File: src/rtl/u2f_pkg.sv
// shared types and constants for the u2f hid message reassembler
`timescale 1ns / 1ps

package u2f_pkg;

	localparam logic [6:0] REPORT_BYTES     = 7'd64;
	localparam logic [5:0] INIT_PAYLOAD     = 6'd57;
	localparam logic [5:0] CONT_PAYLOAD     = 6'd59;
	localparam logic [6:0] REPORT_COUNT_MAX = 7'd127;

	localparam logic [6:0] ID_LAST_IDX = 7'd3;
	localparam logic [6:0] CMD_IDX     = 7'd4;
	localparam logic [6:0] LEN_HI_IDX  = 7'd5;
	localparam logic [6:0] LEN_LO_IDX  = 7'd6;

	localparam int unsigned TDATA_W = 80;
	localparam int unsigned TUSER_W = 3;

	typedef struct packed {
		logic        report_rejected;
		logic        message_complete;
		logic        payload_valid;
		logic        report_done;
		logic [15:0] message_length;
		logic [7:0]  command;
		logic [31:0] channel_id;
		logic [7:0]  payload_byte;
		logic [15:0] payload_offset;
	} result_t;

endpackage

File: src/rtl/u2f_hdr_core.sv
// per-byte header decode, report framing and message byte counting
`timescale 1ns / 1ps

module u2f_hdr_core (
	input  logic            clk,
	input  logic            arst_n,
	input  logic            cfg_we,
	input  logic [31:0]     cfg_data,
	input  logic            accept,
	input  logic [7:0]      data_byte,
	input  logic            last,
	output u2f_pkg::result_t res
);

	logic [31:0] reserved_q;
	logic [6:0]  report_count_q, n_count;
	logic [5:0]  byte_position_q, n_pos;
	logic [31:0] id_shift_q, n_id, id_next;
	logic        is_initial_q, n_init;
	logic        rejecting_q, n_rej;
	logic [7:0]  length_high_q, n_lenhi;
	logic [15:0] total_length_q, n_total;
	logic [15:0] received_count_q, n_recv;
	logic [31:0] stored_channel_q, n_chan;
	logic [7:0]  stored_command_q, n_cmd;
	logic [5:0]  limit;

	always_ff @(posedge clk or negedge arst_n) begin
		if (!arst_n) begin
			reserved_q <= '0;
		end else if (cfg_we) begin
			reserved_q <= cfg_data;
		end
	end

	always_comb begin
		n_count = report_count_q;
		n_pos   = byte_position_q;
		n_id    = id_shift_q;
		n_init  = is_initial_q;
		n_rej   = rejecting_q;
		n_lenhi = length_high_q;
		n_total = total_length_q;
		n_recv  = received_count_q;
		n_chan  = stored_channel_q;
		n_cmd   = stored_command_q;
		id_next = {id_shift_q[23:0], data_byte};
		limit   = is_initial_q ? u2f_pkg::INIT_PAYLOAD : u2f_pkg::CONT_PAYLOAD;
		res     = '0;

		if (report_count_q < u2f_pkg::REPORT_BYTES && !rejecting_q) begin
			if (report_count_q < u2f_pkg::CMD_IDX) begin
				n_id = id_next;
				if (report_count_q == u2f_pkg::ID_LAST_IDX && id_next == reserved_q) begin
					n_rej = 1'b1;
				end
			end else if (report_count_q == u2f_pkg::CMD_IDX) begin
				if (data_byte[7]) begin
					n_init  = 1'b1;
					n_chan  = id_shift_q;
					n_cmd   = data_byte;
					n_total = '0;
					n_recv  = '0;
				end
			end else if (is_initial_q && report_count_q == u2f_pkg::LEN_HI_IDX) begin
				n_lenhi = data_byte;
			end else if (is_initial_q && report_count_q == u2f_pkg::LEN_LO_IDX) begin
				n_total = {length_high_q, data_byte};
			end else if (byte_position_q < limit && received_count_q < total_length_q) begin
				res.payload_valid  = 1'b1;
				res.payload_offset = received_count_q;
				res.payload_byte   = data_byte;
				n_recv             = received_count_q + 16'd1;
				n_pos              = byte_position_q + 6'd1;
			end
		end

		if (report_count_q != u2f_pkg::REPORT_COUNT_MAX) begin
			n_count = report_count_q + 7'd1;
		end

		res.report_done = last;
		if (last) begin
			res.report_rejected  = n_rej;
			res.message_complete = !n_rej && (n_recv == n_total);
			n_count = '0;
			n_pos   = '0;
			n_id    = '0;
			n_init  = 1'b0;
			n_rej   = 1'b0;
			n_lenhi = '0;
		end

		res.channel_id     = n_chan;
		res.command        = n_cmd;
		res.message_length = n_total;
	end

	always_ff @(posedge clk or negedge arst_n) begin
		if (!arst_n) begin
			report_count_q   <= '0;
			byte_position_q  <= '0;
			id_shift_q       <= '0;
			is_initial_q     <= 1'b0;
			rejecting_q      <= 1'b0;
			length_high_q    <= '0;
			total_length_q   <= '0;
			received_count_q <= '0;
			stored_channel_q <= '0;
			stored_command_q <= '0;
		end else if (accept) begin
			report_count_q   <= n_count;
			byte_position_q  <= n_pos;
			id_shift_q       <= n_id;
			is_initial_q     <= n_init;
			rejecting_q      <= n_rej;
			length_high_q    <= n_lenhi;
			total_length_q   <= n_total;
			received_count_q <= n_recv;
			stored_channel_q <= n_chan;
			stored_command_q <= n_cmd;
		end
	end

`ifndef SYNTHESIS
	a_reject_holds: assert property (@(posedge clk) disable iff (!arst_n)
		accept && !last && rejecting_q |=> rejecting_q)
		else $error("rejecting dropped inside a report");

	a_end_clears: assert property (@(posedge clk) disable iff (!arst_n)
		accept && last |=> report_count_q == '0 && byte_position_q == '0 && !rejecting_q)
		else $error("per-report state not cleared at report end");

	a_count_step: assert property (@(posedge clk) disable iff (!arst_n)
		accept && res.payload_valid |=>
		received_count_q == 16'($past(received_count_q) + 16'd1))
		else $error("received count did not advance with a payload byte");

	a_pos_bound: assert property (@(posedge clk) disable iff (!arst_n)
		byte_position_q <= u2f_pkg::CONT_PAYLOAD)
		else $error("byte position beyond report payload");
`endif

endmodule

File: src/rtl/u2f_out_reg.sv
// result register toward the master side stream
`timescale 1ns / 1ps

module u2f_out_reg (
	input  logic                          clk,
	input  logic                          arst_n,
	input  logic                          load,
	input  u2f_pkg::result_t              res,
	output logic                          space,
	output logic                          m_axis_tvalid,
	input  logic                          m_axis_tready,
	output logic [u2f_pkg::TDATA_W-1:0]   m_axis_tdata,
	output logic [u2f_pkg::TUSER_W-1:0]   m_axis_tuser,
	output logic                          m_axis_tlast
);

	logic             valid_q;
	u2f_pkg::result_t res_q;

	assign space = !valid_q || m_axis_tready;

	always_ff @(posedge clk or negedge arst_n) begin
		if (!arst_n) begin
			valid_q <= 1'b0;
		end else if (space) begin
			valid_q <= load;
		end
	end

	always_ff @(posedge clk) begin
		if (load) begin
			res_q <= res;
		end
	end

	assign m_axis_tvalid = valid_q;
	assign m_axis_tdata  = {res_q.message_length, res_q.command, res_q.channel_id,
		res_q.payload_byte, res_q.payload_offset};
	assign m_axis_tuser  = {res_q.report_rejected, res_q.message_complete, res_q.payload_valid};
	assign m_axis_tlast  = res_q.report_done;

`ifndef SYNTHESIS
	a_load_needs_space: assert property (@(posedge clk) disable iff (!arst_n)
		load |-> space)
		else $error("result loaded while register full");

	a_load_shows: assert property (@(posedge clk) disable iff (!arst_n)
		load |=> valid_q)
		else $error("loaded beat not presented");

	a_idle_drains: assert property (@(posedge clk) disable iff (!arst_n)
		!load && space |=> !valid_q)
		else $error("beat presented without a load");
`endif

endmodule

File: src/rtl/u2f_hid_message_reassembler.sv
// top level of the u2f hid message reassembler
`timescale 1ns / 1ps

// Takes raw hid report bytes, one beat per byte, and returns one result beat
// per byte: a payload byte with its message offset when the byte belongs to the
// message, the latched channel id, command and announced length, and at the
// end of a report the completion and rejection flags. One byte is taken every
// cycle while the output register has space; a result appears in the cycle after
// its byte is taken, from a single output register. s_axis_tready is high
// whenever that register is empty or being read out, so the input only stalls
// when the master side stalls. The user must write the reserved channel register
// through cfg_* only while no byte is in flight; the block does not enforce it.
module u2f_hid_message_reassembler (
	input  logic                         clk,
	input  logic                         arst_n,
	input  logic                         cfg_valid,
	output logic                         cfg_ready,
	input  logic [31:0]                  cfg_data,      // reserved_channel
	input  logic                         s_axis_tvalid,
	output logic                         s_axis_tready,
	input  logic [7:0]                   s_axis_tdata,  // data_byte
	input  logic                         s_axis_tlast,  // last_in_report
	output logic                         m_axis_tvalid,
	input  logic                         m_axis_tready,
	// payload_offset, payload_byte, channel_id, command, message_length
	output logic [u2f_pkg::TDATA_W-1:0]  m_axis_tdata,
	// payload_valid, message_complete, report_rejected
	output logic [u2f_pkg::TUSER_W-1:0]  m_axis_tuser,
	output logic                         m_axis_tlast   // report_done
);

	logic             space;
	logic             accept;
	u2f_pkg::result_t res;

	assign cfg_ready     = 1'b1;
	assign s_axis_tready = space;
	assign accept        = s_axis_tvalid && space;

	u2f_hdr_core u_core (
		.clk       (clk),
		.arst_n    (arst_n),
		.cfg_we    (cfg_valid && cfg_ready),
		.cfg_data  (cfg_data),
		.accept    (accept),
		.data_byte (s_axis_tdata),
		.last      (s_axis_tlast),
		.res       (res)
	);

	u2f_out_reg u_out (
		.clk           (clk),
		.arst_n        (arst_n),
		.load          (accept),
		.res           (res),
		.space         (space),
		.m_axis_tvalid (m_axis_tvalid),
		.m_axis_tready (m_axis_tready),
		.m_axis_tdata  (m_axis_tdata),
		.m_axis_tuser  (m_axis_tuser),
		.m_axis_tlast  (m_axis_tlast)
	);

endmodule
File: config.mk
export PLATFORM = sky130hd
export DESIGN_NAME = u2f_hid_message_reassembler
export DESIGN_NICKNAME = d
export VERILOG_FILES = /design/src/rtl/u2f_pkg.sv /design/src/rtl/u2f_hdr_core.sv /design/src/rtl/u2f_out_reg.sv /design/src/rtl/u2f_hid_message_reassembler.sv
export SDC_FILE = /design/constraint.sdc
export NUM_CORES = 1
export LEC_CHECK = 0
export ABC_AREA = 1
export BUFFER_PORTS_ARGS = -buffer_cell sky130_fd_sc_hd__buf_4
export CAP_MARGIN = 5
export CORE_MARGIN = 3
export CORE_UTILIZATION = 53
export DETAILED_ROUTE_END_ITERATION = 6
export HOLD_SLACK_MARGIN = 0.06
export PLACE_DENSITY_LB_ADDON = 0.15
export SLEW_MARGIN = 20
export SYNTH_ARGS = -nofsm -noshare
export SYNTH_HDL_FRONTEND = slang
export SYNTH_SLANG_ARGS = --single-unit
File: constraint.sdc
create_clock -name clk -period 3.8 [get_ports clk]
set_input_delay 0.76 -clock clk [delete_from_list [all_inputs] [get_ports clk]]
set_output_delay 0.76 -clock clk [all_outputs]
set_load 0.02 [all_outputs]
* Word-level counts from Yosys, hierarchy flattened
Cells that the tools add are included.
Word-level totals: word-level logic and storage cells 115, flip-flop bits (word level) 244
Cells by class: eq/ne operators 11, bitwise operators 2, $lt $le $gt $ge 4, mux-type cells 49, add/sub/neg operators 3, reductions and logical operators 25
Operators by type and width (number):
- 2-to-1 mux 32 bit | 7
- 2-to-1 mux 16 bit | 13
- 2-to-1 mux 8 bit | 9
- 2-to-1 mux 6 bit | 7
- == test 32 bit | 1
- == test 7 x 3 -> 1 bit (second input constant) | 3
- adder 16 x 1 -> 16 bit (second input constant) | 1
- == test 16 bit | 1
- less-than comparator 16 bit | 1
- 2-to-1 mux 7 bit | 2
- nonzero test 2 bit | 7
- 2-to-1 mux 1 bit | 10
- AND reduction 5 bit | 2
- inequality test 2 bit (second input constant) | 4
- adder 7 x 1 -> 7 bit (second input constant) | 1
- == test 7 x 2 -> 1 bit (second input constant) | 1
- logical AND 1 bit | 7
- less-than comparator 7 x 3 -> 1 bit (second input constant) | 1
- less-than comparator 7 bit (second input constant) | 1
- inequality test 7 bit (second input constant) | 1
- AND reduction 7 bit | 1
- adder 6 x 1 -> 6 bit (second input constant) | 1
- less-than comparator 6 bit | 1
- OR reduction 6 bit | 1
- 7 further kinds | 10

* Depth between registers and ports, before layout
depth in word-level cells 11, depth in mapped cells 20, depth with buffers taken out 20

* Modules after synthesis
Synthesis repeated with hierarchy kept, for this count alone.
Unflattened totals: cells, all modules 1278, area, all modules 11552.3 um2
Modules (own cells, without submodules):
- u2f_hdr_core | area each 8966.1 um2, instances 1, sequential area each 3978.8 um2, cells each 1185
- u2f_out_reg | area each 2567.5 um2, instances 1, sequential area each 2547.4 um2, cells each 89
- u2f_hid_message_reassembler | area each 18.8 um2, instances 1, sequential area each 0.0 um2, cells each 4

* Worst setup path before layout
OpenSTA, ideal clock, no wires.
kind input -> register, from in m_axis_tready, to reg u_out.res_q (netlist bit u_out.m_axis_tdata[0]) (enable), slack -587 ps, stages 6, data required time 3321 ps, data arrival time 3907 ps, path through inv_1 -> nand2_1 -> nand2_1 -> clkbuf_1 -> inv_1 -> clkbuf_1
Between the ends: cells in the longest elaborated chain, start to end 2
RTL lines:
- from (decl) | RTL line u2f_hid_message_reassembler.sv:24 | input logic m_axis_tready,
- logical OR 1 bit | RTL line u2f_out_reg.sv:20 | assign space = !valid_q || m_axis_tready;
- net s_axis_tready | RTL line u2f_hid_message_reassembler.sv:20 | output logic s_axis_tready,
- logical AND 1 bit | RTL line u2f_hid_message_reassembler.sv:38 | assign accept = s_axis_tvalid && space;
- net accept | RTL line u2f_hid_message_reassembler.sv:33 | logic accept;
- to (signal assigned) | RTL line u2f_out_reg.sv:32 | res_q <= res;
- to (decl) | RTL line u2f_out_reg.sv:18 | u2f_pkg::result_t res_q;
The timed path passes the listed nets, and every way through them passes these cells. A chain may end at the register's enable or synchronous reset.

* Worst setup path in the final report
from reg u_core.report_count_q[0], to reg u_out.res_q (netlist bit u_out.m_axis_tuser[1]) (data pin)
Between the ends: cells in the longest elaborated chain, start to end 9, elaborated cells on any way between the ends 26
RTL lines:
- from (decl) | RTL line u2f_hdr_core.sv:16 | logic [6:0] report_count_q, n_count;
- from (signal assigned) | RTL line u2f_hdr_core.sv:112 | report_count_q <= n_count;
- == test 7 x 3 -> 1 bit | RTL line u2f_hdr_core.sv:67 | end else if (is_initial_q && report_count_q == u2f_pkg::LEN_LO_IDX) begin
- logical AND 1 bit | RTL line u2f_hdr_core.sv:67
- 2-to-1 mux 16 bit | RTL line u2f_hdr_core.sv:67
- 2-to-1 mux 16 bit | RTL line u2f_hdr_core.sv:65 | end else if (is_initial_q && report_count_q == u2f_pkg::LEN_HI_IDX) begin
- 2-to-1 mux 16 bit | RTL line u2f_hdr_core.sv:57 | end else if (report_count_q == u2f_pkg::CMD_IDX) begin
- 2-to-1 mux 16 bit | RTL line u2f_hdr_core.sv:52 | if (report_count_q < u2f_pkg::CMD_IDX) begin
- 2-to-1 mux 16 bit | RTL line u2f_hdr_core.sv:51 | if (report_count_q < u2f_pkg::REPORT_BYTES && !rejecting_q) begin
- == test 16 bit | RTL line u2f_hdr_core.sv:85 | res.message_complete = !n_rej && (n_recv == n_total);
- logical AND 1 bit * | RTL line u2f_hdr_core.sv:85
Every way passes the cells marked *; elsewhere a longest branch is shown, timed or not.

==> impl_metrics.toml <==
[power_and_ir_drop]
peakVddDrop_uv = 353
p_leak_uw = 0.00625
pwr_density_cell_nw_per_um2 = 558

[routing]
vias = 9225
wl_met1_microns = 13000
vias_per_cell = 5.47
dr_wl_met3_microns = 2450
drt_pass1_iterations = 7
drc = 1
routed_wl_microns = 28700
wl_met2_microns = 12600
post_drt_wl_per_cell_microns = 17.0
highest_layer = "met4"
ant_nets = 0
drt_iter0_markers = 846

[layout]
syn2layout_area_growth_pct = 18.4
nets = 1463
final-instance-count-excl-fill = 1685
n_antenna_cell = 0
drive_gt1_share_pct = 17.0
fillers = 1734
fin_util_pct = 65.3

[sta]
slew_headroom_pct = 34.8
clock.fmax_ghz = 0.331
drv_slew = 0
hold_viol_final = 0
finalCritPeriodShare_pct = 79.4
layout_setup_ws_ns = 0.781
skew_ns = 0.00903
setup_viol = 0
rsz0062_at_grt = "false"
worstMarginPinSlew_ns = 0.975
setup_tns_ns = 0
period_minus_slack_ns = 3.02

[yosys]
ys_async_sr_fraction_pct = 65.6
syn-instance-count = 1269
ys_seq_area_share_pct = 57.4
yosysTopAreaCell = "dfrtp_1"
synth_top_area_share_pct = 35.2
synth.distinct_cells = 43
synthesis.area_sq_um = 11400
synth_fp_nets = 1337
yosysWarningCount = 0
syn_area_per_cell_sq_um = 8.96
yosysMostFrequentCell = "nand2_1"
synth_commonest_cells = "nand2_1 (333), o21ai_0 (172), dfrtp_1 (160)"
synth_edf_count = 84
synth-seq-cells = 244
synth.area.top_cells = "dfrtp_1 (35%), edfxtp_1 (22%), nand2_1 (11%)"
synth_flop_cell = "dfrtp_1"

[setup_path]
cp-end-kind = "flip-flop"
cp_cell_sequence = "inv_1, ha_1, nand3_1, nor2_1, a21oi_1, inv_1, nand2_1, nand2_1, nor2_1, nand3_1, nand2_1, nor2_1, nand2_1, nor2_1, nand2_1, nor2_1"
cp.arrival_ns = 3.33
rrSetupSlack_ns = 0.78
cp_slowest_cell = "a21oi_1"
crit_family = "simple AND/OR/NAND/NOR gates"
critPathRequiredTime_ns = 4.11
crit_buf_inv = 2
cp-start-kind = "flip-flop"
cpPeakStageDelay_ns = 0.70
criticalPathCategory = "reg -> reg"
path_max_fanout = 11

[floorplan]
rows = 52
core_area_sq_um = 20600
fp.dieW_microns = 152
die_area_sq_um = 23300
start_util_pct = 55.1
die_h_microns = 152
ios = 133

[placed_design]
place_ws_ns = 0.422
finalWeightedCongestion = 0.896
io_buffers = 131
post-place-cells = 1637
hpwl_microns = 20500

[flow_run]
drv_cap = 0

[global_route]
grt_overflow_total = 0
grt_pass1_wl_microns = 46300
grt_start_max_net_pins = 80
grt_pass1_vias = 8682
grtUsageTotal_pct = 24.4
antenna_found_initial = 1

[run_status]
status = "complete, but fails checks"
violations = "design-rule violations"

[worst_hold_path]
hold_path.class = "in -> async"

[clocking]
post_cts_buffers = 0
root_buffer = "clkbuf_16"
clkTransAtPathRegs_ns = 0.06
cts_resized = 0
insertion_delay_ns = 0.55
cts_sinks = 244
postCtsHoldBufs = 0
cts_buffer_depth = 3
cts_inserted_buffers = 26
cts_tree = "yes"
htree_levels = 1
area by class of cell:
class | count | area [sq um] | share of cell area [%]
clock buffers | 41 | 777 | 5.77
clock inverters | 7 | 68.8 | 0.511
inverters | 150 | 566 | 4.20
multi-input cells | 827 | 4090 | 30.3
flip-flops and latches | 244 | 6530 | 48.5
well taps | 270 | 338 | 2.51
repair buffers | 146 | 1100 | 8.17
kinds of logic after synthesis:
logic type	Yosys count	share of synthesized area [%]
other cells	1	0.0330
fa+ha+maj	22	2.42
buf+inv	198	6.78
xor+xnor	10	0.770
flops	244	57.4
simple gates	536	19.7
mux	13	1.29
compound gates	245	11.6
worst paths after layout:
kind,from,end,cells past startpoint
min in group clk,s_axis_tlast,u_out.m_axis_tlast$_DFFE_PP_,1
max reg2reg,u_core.report_count_q[0]$_DFFE_PN0P_,u_out.m_axis_tuser[1]$_SDFFCE_PN0P_,16
max,u_core.report_count_q[0]$_DFFE_PN0P_,u_out.m_axis_tuser[1]$_SDFFCE_PN0P_,16
min reg2reg,u_core.stored_command_q[7]$_DFFE_PN0P_,u_core.stored_command_q[7]$_DFFE_PN0P_,2
min,arst_n,u_core.reserved_q[23]$_DFFE_PN0P_,1
max in group asynchronous,arst_n,u_core.byte_position_q[2]$_DFFE_PN0P_,2
per-layer routing:
layer,vias up,track usage (%)
li1,4449,-
met1,4381,36.5
met2,340,36.7
met3,55,5.03
met4,0,6.58
met5,-,0
flip-flops by register name, summed over array words and instances, names as in the netlist, 7 cells and up:
| signal | flops |
|---|---|
| u_core.received_count_q | 16 |
| u_core.reserved_q | 32 |
| u_out.m_axis_tdata | 80 |
| u_core.total_length_q | 16 |
| u_core.stored_command_q | 8 |
| u_core.stored_channel_q | 32 |
| u_core.id_shift_q | 32 |
| u_core.length_high_q | 8 |
| u_core.report_count_q | 7 |
where the power goes:
| part | switching, uW | leakage (uW) | internal, uW |
|---|---|---|---|
| clock network | 1050 | 0.000408 | 1410 |
| registers | 232 | 0.00289 | 3130 |
| logic | 1110 | 0.00295 | 574 |
| total | 2390 | 0.00625 | 5120 |
layout by cell type (no fill, tap or decap), types with 3 or more instances in the layout:
master,n
a21oi_1,24
a21oi_2,4
buf_4,145
clkbuf_1,8
clkbuf_16,26
clkbuf_8,7
clkinv_2,3
dfrtp_1,160
edfxtp_1,84
ha_1,22
inv_1,135
inv_2,13
mux2_2,13
nand2_1,332
nand2_2,5
nand3_1,63
nand4_1,14
nor2_1,87
nor2_2,9
nor3_1,13
nor4_1,4
o21ai_0,172
o21ai_1,3
o22ai_1,31
xor2_1,10
metrics by stage:
step / power [uW] / hold WS, ns / cell area [sq um]
after floorplan: 4450 / 0.423 / 11400
after global placement: 5030 / 0.433 / 12600
after detailed placement: 5070 / 0.443 / 12600
after CTS: 7540 / 0.269 / 13500
after global routing: 7920 / 0.300 / 13500
final: 7510 / 0.251 / 13500
Power figures use the tool's default switching activity.
